===== src/sv/fifoq_pkg.sv =====
// ----------------------------------------------------------------------------
// fifoq_pkg
// Shared types and codes for the queue with a writable front entry.
// ----------------------------------------------------------------------------
package fifoq_pkg;

  // fixed field widths
  localparam int CMD_W    = 2;
  localparam int DATA_W   = 32;
  localparam int STATUS_W = 2;
  localparam int OCC_W    = 7;

  // command codes on the input channel
  localparam logic [CMD_W-1:0] CMD_PUSH   = 2'd0;
  localparam logic [CMD_W-1:0] CMD_POP    = 2'd1;
  localparam logic [CMD_W-1:0] CMD_MODIFY = 2'd2;
  localparam logic [CMD_W-1:0] CMD_DUMP   = 2'd3;

  // status codes on the result channel
  localparam logic [STATUS_W-1:0] ST_OK    = 2'd0;
  localparam logic [STATUS_W-1:0] ST_EMPTY = 2'd1;
  localparam logic [STATUS_W-1:0] ST_FULL  = 2'd2;

  // operation as classified by the front part
  typedef enum logic [1:0] {
    OP_PUSH,
    OP_POP,
    OP_MODIFY,
    OP_DUMP
  } op_t;

  // request passed from front to back
  typedef struct packed {
    op_t              op;
    logic [DATA_W-1:0] value;
  } req_t;

endpackage


===== src/sv/fifoq_front.sv =====
// ----------------------------------------------------------------------------
// fifoq_front
// Accepts command requests, classifies them and holds them in a short queue.
// ----------------------------------------------------------------------------
module fifoq_front (
  input  logic                       clk,
  input  logic                       rst_n,
  input  logic                       in_tvalid,
  output logic                       in_tready,
  input  logic [fifoq_pkg::DATA_W-1:0] in_value,
  input  logic [fifoq_pkg::CMD_W-1:0]  in_cmd,
  output logic                       req_valid,
  input  logic                       req_ready,
  output fifoq_pkg::req_t            req
);

  localparam int Q_DEPTH = 2;

  fifoq_pkg::op_t              q_op_r  [Q_DEPTH];
  logic [fifoq_pkg::DATA_W-1:0] q_val_r [Q_DEPTH];
  logic                        wr_ptr_r, wr_ptr_nxt;
  logic                        rd_ptr_r, rd_ptr_nxt;
  logic [1:0]                  cnt_r, cnt_nxt;
  fifoq_pkg::op_t              op_class;
  logic                        push_q;
  logic                        pop_q;

  // classify the command code
  always_comb begin
    case (in_cmd)
      fifoq_pkg::CMD_PUSH:   op_class = fifoq_pkg::OP_PUSH;
      fifoq_pkg::CMD_POP:    op_class = fifoq_pkg::OP_POP;
      fifoq_pkg::CMD_MODIFY: op_class = fifoq_pkg::OP_MODIFY;
      fifoq_pkg::CMD_DUMP:   op_class = fifoq_pkg::OP_DUMP;
      default:               op_class = fifoq_pkg::OP_DUMP;
    endcase
  end

  // queue handshakes
  assign in_tready = (cnt_r != 2'(Q_DEPTH));
  assign req_valid = (cnt_r != 2'd0);
  assign push_q    = in_tvalid && in_tready;
  assign pop_q     = req_valid && req_ready;

  assign req.op    = q_op_r[rd_ptr_r];
  assign req.value = q_val_r[rd_ptr_r];

  // pointer and count update
  always_comb begin
    wr_ptr_nxt = push_q ? ~wr_ptr_r : wr_ptr_r;
    rd_ptr_nxt = pop_q ? ~rd_ptr_r : rd_ptr_r;
    case ({push_q, pop_q})
      2'b10:   cnt_nxt = cnt_r + 2'd1;
      2'b01:   cnt_nxt = cnt_r - 2'd1;
      default: cnt_nxt = cnt_r;
    endcase
  end

  always_ff @(posedge clk) begin
    if (!rst_n) begin
      wr_ptr_r <= 1'b0;
      rd_ptr_r <= 1'b0;
      cnt_r    <= 2'd0;
    end else begin
      wr_ptr_r <= wr_ptr_nxt;
      rd_ptr_r <= rd_ptr_nxt;
      cnt_r    <= cnt_nxt;
    end
  end

  // queue slots
  always_ff @(posedge clk) begin
    if (push_q) begin
      q_op_r[wr_ptr_r]  <= op_class;
      q_val_r[wr_ptr_r] <= in_value;
    end
  end

endmodule


===== src/sv/fifoq_back.sv =====
// ----------------------------------------------------------------------------
// fifoq_back
// Ring buffer store and the sequencer that carries out queued requests.
// ----------------------------------------------------------------------------
module fifoq_back #(
  parameter int DEPTH     = 64,
  parameter int WORD_BITS = 32
) (
  input  logic                          clk,
  input  logic                          rst_n,
  input  logic                          req_valid,
  output logic                          req_ready,
  input  fifoq_pkg::req_t               req,
  output logic                          out_valid,
  input  logic                          out_ready,
  output logic [fifoq_pkg::DATA_W-1:0]   out_word,
  output logic [fifoq_pkg::STATUS_W-1:0] out_status,
  output logic [fifoq_pkg::OCC_W-1:0]    out_occ,
  output logic                          out_last
);

  localparam int PTR_W = $clog2(DEPTH);
  localparam int CNT_W = $clog2(DEPTH + 1);

  typedef enum logic [1:0] {
    S_IDLE,
    S_POP,
    S_DUMP
  } state_t;

  // entry store
  logic [WORD_BITS-1:0] mem [DEPTH];
  logic [WORD_BITS-1:0] rd_data_r;
  logic [WORD_BITS-1:0] wr_data;
  logic [fifoq_pkg::DATA_W-1:0] rd_word;
  logic                 mem_we;
  logic                 mem_re;
  logic [PTR_W-1:0]     wr_addr;
  logic [PTR_W-1:0]     rd_addr;

  // control state
  state_t               state_r, state_nxt;
  logic [PTR_W-1:0]     head_r, head_nxt;
  logic [PTR_W-1:0]     tail_r, tail_nxt;
  logic [CNT_W-1:0]     count_r, count_nxt;
  logic [PTR_W-1:0]     idx_r, idx_nxt;
  logic [CNT_W-1:0]     remain_r, remain_nxt;

  // result register
  logic                          out_valid_r, out_valid_nxt;
  logic [fifoq_pkg::DATA_W-1:0]   out_word_r, out_word_nxt;
  logic [fifoq_pkg::STATUS_W-1:0] out_status_r, out_status_nxt;
  logic [fifoq_pkg::OCC_W-1:0]    out_occ_r, out_occ_nxt;
  logic                          out_last_r, out_last_nxt;
  logic                          out_free;

  function automatic logic [PTR_W-1:0] next_slot(input logic [PTR_W-1:0] p);
    next_slot = (p == PTR_W'(DEPTH - 1)) ? '0 : p + PTR_W'(1);
  endfunction

  // word width adaption on write and read
  generate
    if (WORD_BITS >= fifoq_pkg::DATA_W) begin : g_wide
      assign wr_data = WORD_BITS'(req.value);
      assign rd_word = rd_data_r[fifoq_pkg::DATA_W-1:0];
    end else begin : g_narrow
      assign wr_data = req.value[WORD_BITS-1:0];
      assign rd_word = {{(fifoq_pkg::DATA_W - WORD_BITS){1'b0}}, rd_data_r};
    end
  endgenerate

  assign out_free = !out_valid_r || out_ready;

  // sequencer
  always_comb begin
    state_nxt      = state_r;
    head_nxt       = head_r;
    tail_nxt       = tail_r;
    count_nxt      = count_r;
    idx_nxt        = idx_r;
    remain_nxt     = remain_r;
    out_valid_nxt  = out_valid_r && !out_ready;
    out_word_nxt   = out_word_r;
    out_status_nxt = out_status_r;
    out_occ_nxt    = out_occ_r;
    out_last_nxt   = out_last_r;
    req_ready      = 1'b0;
    mem_we         = 1'b0;
    mem_re         = 1'b0;
    wr_addr        = tail_r;
    rd_addr        = head_r;

    case (state_r)
      S_IDLE: begin
        if (req_valid && out_free) begin
          req_ready      = 1'b1;
          out_valid_nxt  = 1'b1;
          out_word_nxt   = '0;
          out_last_nxt   = 1'b1;
          out_occ_nxt    = fifoq_pkg::OCC_W'(count_r);
          out_status_nxt = fifoq_pkg::ST_OK;
          case (req.op)
            fifoq_pkg::OP_PUSH: begin
              if (count_r == CNT_W'(DEPTH)) begin
                out_status_nxt = fifoq_pkg::ST_FULL;
              end else begin
                mem_we      = 1'b1;
                wr_addr     = tail_r;
                tail_nxt    = next_slot(tail_r);
                count_nxt   = count_r + CNT_W'(1);
                out_occ_nxt = fifoq_pkg::OCC_W'(count_nxt);
              end
            end
            fifoq_pkg::OP_POP: begin
              if (count_r == '0) begin
                out_status_nxt = fifoq_pkg::ST_EMPTY;
              end else begin
                // result waits in S_POP for the registered read data
                out_valid_nxt = 1'b0;
                mem_re        = 1'b1;
                rd_addr       = head_r;
                head_nxt      = next_slot(head_r);
                count_nxt     = count_r - CNT_W'(1);
                state_nxt     = S_POP;
              end
            end
            fifoq_pkg::OP_MODIFY: begin
              if (count_r == '0) begin
                out_status_nxt = fifoq_pkg::ST_EMPTY;
              end else begin
                mem_we  = 1'b1;
                wr_addr = head_r;
              end
            end
            fifoq_pkg::OP_DUMP: begin
              if (count_r == '0) begin
                out_status_nxt = fifoq_pkg::ST_EMPTY;
              end else begin
                out_valid_nxt = 1'b0;
                mem_re        = 1'b1;
                rd_addr       = head_r;
                idx_nxt       = next_slot(head_r);
                remain_nxt    = count_r;
                state_nxt     = S_DUMP;
              end
            end
            default: begin
              out_status_nxt = fifoq_pkg::ST_EMPTY;
            end
          endcase
        end
      end
      S_POP: begin
        if (out_free) begin
          out_valid_nxt  = 1'b1;
          out_word_nxt   = rd_word;
          out_status_nxt = fifoq_pkg::ST_OK;
          out_occ_nxt    = fifoq_pkg::OCC_W'(count_r);
          out_last_nxt   = 1'b1;
          state_nxt      = S_IDLE;
        end
      end
      S_DUMP: begin
        // one entry per cycle while the result register is free, next read issued as the current one leaves
        if (out_free) begin
          out_valid_nxt  = 1'b1;
          out_word_nxt   = rd_word;
          out_status_nxt = fifoq_pkg::ST_OK;
          out_occ_nxt    = fifoq_pkg::OCC_W'(count_r);
          out_last_nxt   = (remain_r == CNT_W'(1));
          if (remain_r == CNT_W'(1)) begin
            state_nxt = S_IDLE;
          end else begin
            mem_re     = 1'b1;
            rd_addr    = idx_r;
            idx_nxt    = next_slot(idx_r);
            remain_nxt = remain_r - CNT_W'(1);
          end
        end
      end
      default: begin
        state_nxt = S_IDLE;
      end
    endcase
  end

  // state and result register
  always_ff @(posedge clk) begin
    if (!rst_n) begin
      state_r     <= S_IDLE;
      head_r      <= '0;
      tail_r      <= '0;
      count_r     <= '0;
      idx_r       <= '0;
      remain_r    <= '0;
      out_valid_r <= 1'b0;
    end else begin
      state_r     <= state_nxt;
      head_r      <= head_nxt;
      tail_r      <= tail_nxt;
      count_r     <= count_nxt;
      idx_r       <= idx_nxt;
      remain_r    <= remain_nxt;
      out_valid_r <= out_valid_nxt;
    end
    out_word_r   <= out_word_nxt;
    out_status_r <= out_status_nxt;
    out_occ_r    <= out_occ_nxt;
    out_last_r   <= out_last_nxt;
  end

  // entry store, registered read
  always_ff @(posedge clk) begin
    if (mem_we) begin
      mem[wr_addr] <= wr_data;
    end
    if (mem_re) begin
      rd_data_r <= mem[rd_addr];
    end
  end

  assign out_valid  = out_valid_r;
  assign out_word   = out_word_r;
  assign out_status = out_status_r;
  assign out_occ    = out_occ_r;
  assign out_last   = out_last_r;

endmodule


===== src/sv/fifo_queue_with_front_modify.sv =====
// ----------------------------------------------------------------------------
// fifo_queue_with_front_modify
// Bounded FIFO of words with push, pop, overwrite-front and dump commands.
// ----------------------------------------------------------------------------
// Usage:
//   in_*  carries one command request: in_tuser holds the command code
//         (push, pop, overwrite oldest, dump), in_tdata the 32-bit value.
//   out_* carries result requests: word and occupancy in out_tdata, status
//         in out_tuser, out_tlast on the final result of a command.
// A push, overwrite or any empty/full result goes from the command queue
//   through the sequencer into the result register; a pop result and the
//   first dump entry also pass the registered read of the entry store.
// The sequencer handles a push or overwrite in its idle state alone; a pop
//   also passes the pop state, and a dump stays in the dump state until its
//   last entry, taking no new command meanwhile. The sequencer and the
//   single read port of the entry store set this order.
// A two-entry command queue lets new requests in while the sequencer works.
// Reset empties the queue (head, tail and count cleared); stored words are
//   not cleared and are never read before being written.
// When out_tready is low while a result is held, the result register holds
//   and the sequencer waits; the command queue keeps taking input until it is full.
// ----------------------------------------------------------------------------
module fifo_queue_with_front_modify #(
  parameter int DEPTH     = 64,
  parameter int WORD_BITS = 32
) (
  input  logic        clk,
  input  logic        rst_n,
  // command channel
  input  logic        in_tvalid,
  output logic        in_tready,
  input  logic [31:0] in_tdata,   // [31:0] value
  input  logic [1:0]  in_tuser,   // [1:0] cmd
  // result channel
  output logic        out_tvalid,
  input  logic        out_tready,
  output logic [39:0] out_tdata,  // [31:0] word, [38:32] occupancy, [39] zero
  output logic [1:0]  out_tuser,  // [1:0] status
  output logic        out_tlast
);

  logic                          req_valid;
  logic                          req_ready;
  fifoq_pkg::req_t               req;
  logic [fifoq_pkg::DATA_W-1:0]   res_word;
  logic [fifoq_pkg::OCC_W-1:0]    res_occ;

  // front: accept and classify
  fifoq_front u_front (
    .clk       (clk),
    .rst_n     (rst_n),
    .in_tvalid (in_tvalid),
    .in_tready (in_tready),
    .in_value  (in_tdata),
    .in_cmd    (in_tuser),
    .req_valid (req_valid),
    .req_ready (req_ready),
    .req       (req)
  );

  // back: store and sequencer
  fifoq_back #(
    .DEPTH     (DEPTH),
    .WORD_BITS (WORD_BITS)
  ) u_back (
    .clk        (clk),
    .rst_n      (rst_n),
    .req_valid  (req_valid),
    .req_ready  (req_ready),
    .req        (req),
    .out_valid  (out_tvalid),
    .out_ready  (out_tready),
    .out_word   (res_word),
    .out_status (out_tuser),
    .out_occ    (res_occ),
    .out_last   (out_tlast)
  );

  assign out_tdata = {1'b0, res_occ, res_word};

endmodule

===== config.mk =====
export PLATFORM = sky130hd
export DESIGN_NAME = fifo_queue_with_front_modify
export DESIGN_NICKNAME = d
export VERILOG_FILES = /design/src/sv/fifoq_pkg.sv /design/src/sv/fifoq_front.sv /design/src/sv/fifoq_back.sv /design/src/sv/fifo_queue_with_front_modify.sv
export SDC_FILE = /design/constraint.sdc
export NUM_CORES = 2
export LEC_CHECK = 0
export ABC_AREA = 1
export BUFFER_PORTS_ARGS = -buffer_cell sky130_fd_sc_hd__buf_2
export CORE_MARGIN = 5
export CORE_UTILIZATION = 47
export DETAILED_ROUTE_END_ITERATION = 12
export GPL_ROUTABILITY_DRIVEN = 0
export GPL_TIMING_DRIVEN = 1
export HOLD_SLACK_MARGIN = 0.05
export PLACE_DENSITY = 0.71
export SLEW_MARGIN = 10
export SYNTH_ARGS = -nofsm -noshare
export SYNTH_HDL_FRONTEND = slang
export SYNTH_SLANG_ARGS = --single-unit

===== constraint.sdc =====
create_clock -name clk -period 4.3 [get_ports clk]
set_input_delay 0.86 -clock clk [delete_from_list [all_inputs] [get_ports clk]]
set_output_delay 0.86 -clock clk [all_outputs]
set_load 0.01 [all_outputs]

==> results.ini <==
[setup_path]
r2r_start = u_back.state_r[0]
worst_setup_path_start_kind = register
crit_buf_inv = 2
cp_top_family = simple AND/OR/NAND/NOR gates
crit_chain = inv_1 > ha_1 > nand4_1 > nand2_8 > buf_4 > nand2_1 > nand3_1 > nand3_1 > nand3_1 > nand3_1 > nand3_1 > nand2_1
r2r_setup_slack_ns = 0.19
end_kind = register
r2r-end = u_back.rd_data_r[20]
crit_top_cell = nand3_1
crit_arrival_ns = 4.71
crit_path_max_incr_delay_ns = 0.60
path_class = register to register
r2r_cells = 12
crit_start = u_back.state_r[0]
cpMaxStageDelayCell = ha_1
cp.required_ns = 4.90
path_max_fanout = 43

[synthesis]
synth_edf_count = 2190
ys_seq_area_frac = 0.685
synth-main-ff-cell = edfxtp_1
synth.distinct_cells = 46
syn_inst = 9343
synth-warning-count = 0
syn-num-nets = 9399
synthesis.area_mm2 = 0.0972
avgSynthCellArea_um2 = 10.4
synth.ff_latch_count = 2230
synthArstFlopShare = 0

[outcome]
outcome = finished clean

[timing]
worstMarginPinSlew_ns = 1.18
maxSlewViolCount = 0
tns_ns = 0
slew_headroom = 0.216
period_share = 0.956
rsz0062_at_grt = false
setup_viol = 0
fin_crit_ns = 4.11
final_hold_viol_count = 0
whs_ns = 0.196
fmax_mhz = 243
skew_ns = 0.0265

[clock_network]
clk_latency_ns = 0.86
clock_sinks = 2230
htreeDepth = 4
clk_pin_slew_ns = 0.06
ctsResizeCount = 0
cts_buffers = 218
hold_buffers = 0
cts_tree = yes
cts_buffer_depth = 3
post-cts-setup-buffers = 0
clockRootBuffer = clkbuf_16

[drt]
via_count = 67901
post-route-drc-count = 0
first_iter_violations = 8647
wirelength_um = 270000
firstDrtPassIters = 6
route.met2.wl_um = 127000
postRouteAntennaNets = 0
vias_per_cell = 5.47
wl_met1_um = 99700
wl_per_cell_um = 21.8
routed.top_layer = met4
wl_met3_um = 29700

[power_and_ir_drop]
seqPwrFrac = 0.449
cellPowerDensity_mw_per_mm2 = 564
ir_worst_vdd_v = 0.000624
p_sw_frac = 0.325
p_switching_uw = 20100
p_comb_frac = 0.250
internal_power_uw = 41900
clkPwrFrac = 0.301
total_leakage_power_uw = 0.0459

[final_layout]
layoutNonFillerInstCount = 12408
utilization = 0.533
mostFrequentLayoutCells = 2308 x nand2_1, 2190 x edfxtp_1, 2003 x nand3_1
area_growth_pct = 13.2
final_common_cell = nand2_1
n_fill_cell = 16909
drive_gt1_frac = 0.0887
multi_input_area_mm2 = 0.0212
final_nets = 9563
seqCellArea_mm2 = 0.0666

[global_routing]
grt_pass1_wl_um = 401000
antenna_found_initial = 16
grt_pass1_vias = 65117
grt_remaining_overflow = 0
grt_max_degree = 115
grt_usage = 0.244

[hold_path]
hp-class = primary input to register
min_to = u_front.q_val_r[1][30]
worstHoldStart = in_tdata[30]
holdPathStages = 1

[floorplanning]
io_pins = 83
fp.dieH_um = 465
initial_core_util = 0.471
die_area_mm2 = 0.216
die_w_um = 465
core_mm2 = 0.206
core.rowCount = 167

[placed_design]
numPortBuffers = 81
placed_cells = 11991
dp_hpwl_um = 158000

[run]
maxCapViolCount = 0

## flip-flops by register name, indices dropped and copies added, names as in the netlist, 2 cells and up, named ones only
name               count
u_back.tail_r          6
u_back.idx_r           6
u_back.rd_data_r      32
u_back.out_occ         7
u_back.state_r         2
u_back.remain_r        7
u_back.count_r         7
u_front.cnt_r          2
u_back.head_r          6
u_front.q_op_r         4
u_front.q_val_r       64
u_back.out_word       32
u_back.out_status      2
u_back.mem          2048
## routing by layer
layer	GRT usage	up-vias
met5	0	-
met1	0.318	32347
met4	0.114	0
li1	-	30629
met3	0.0426	766
met2	0.400	4159
## power by group through the flow
stage          registers [µW]  clock network [µW]  logic, µW
2_1_floorplan           28400                   0       8860
3_3_place_gp            28300                   0      14800
3_5_place_dp            28300                   0      15200
4_1_cts                 27800               18800      15200
5_1_grt                 27900               19800      16600
6_report                27900               18700      15500
## kinds of logic after synthesis
kind of cell / share of synthesized area
AND/OR/NAND/NOR: 0.201
buffers and inverters: 0.104
flip-flops: 0.685
AO/OA/AOI/OAI: 0.00682
adder cells (fa/ha/maj): 0.00232
XOR/XNOR: 0.00144
other: 0.0000386
## Yosys cell counts (6+ instances only)
master    instances  share of area
dfxtp_1          40         0.0082
xor2_1           14         0.0013
nor3_1           11        0.00057
nand2_1        2341          0.090
nand3_1        2003           0.10
buf_2           303          0.016
buf_1            15        0.00058
buf_4            92         0.0071
a211oi_1          8        0.00062
clkbuf_1         52         0.0020
inv_1          1988          0.077
o21ai_0          46         0.0024
edfxtp_1       2190           0.68
ha_1             18         0.0023
buf_6            11         0.0013
inv_2             8        0.00031
nand2_2           6        0.00039
a21oi_1          35         0.0018
nor3_2            6        0.00062
nor2_1          108         0.0042
## final cells by class
cell class	instances	share of cell area
Timing Repair Buffer	418	0.0399
Clock inverter	143	0.0112
Inverter	1999	0.0683
Multi-Input combinational cell	4640	0.193
Sequential cell	2230	0.605
Tap cell	2704	0.0308
Antenna cell	6	0.000136
Clock buffer	268	0.0519
## worst register-to-register path, cell delays in order, from the launching register on
cell and delay, ns:
dfxtp_1 0.35, inv_1 0.11, ha_1 0.60, nand4_1 0.58, nand2_8 0.46, buf_4 0.54
nand2_1 0.15, nand3_1 0.13, nand3_1 0.10, nand3_1 0.10, nand3_1 0.23, nand3_1 0.40
nand2_1 0.10
## worst max-delay path by stage
stage	to	slack [ns]	depth (start not counted)
global placement	u_back.mem[24][13]	0.24	14
finish	u_back.rd_data_r[20]	0.19	12
CTS	u_back.rd_data_r[20]	0.34	12
global route	u_back.rd_data_r[23]	0.14	12
detailed placement	u_back.mem[24][22]	0.23	14
floorplan	u_back.mem[51][0]	0.16	13
## stage by stage
stage / power (µW) / setup WS, ns / area, µm²
2_1_floorplan: 37300 / 0.155 / 97200
3_3_place_gp: 43100 / 0.244 / 103000
3_5_place_dp: 43500 / 0.232 / 103000
4_1_cts: 61900 / 0.338 / 110000
5_1_grt: 64200 / 0.141 / 110000
6_report: 62000 / 0.191 / 110000
Note: power is estimated with default switching activity, not from simulation.
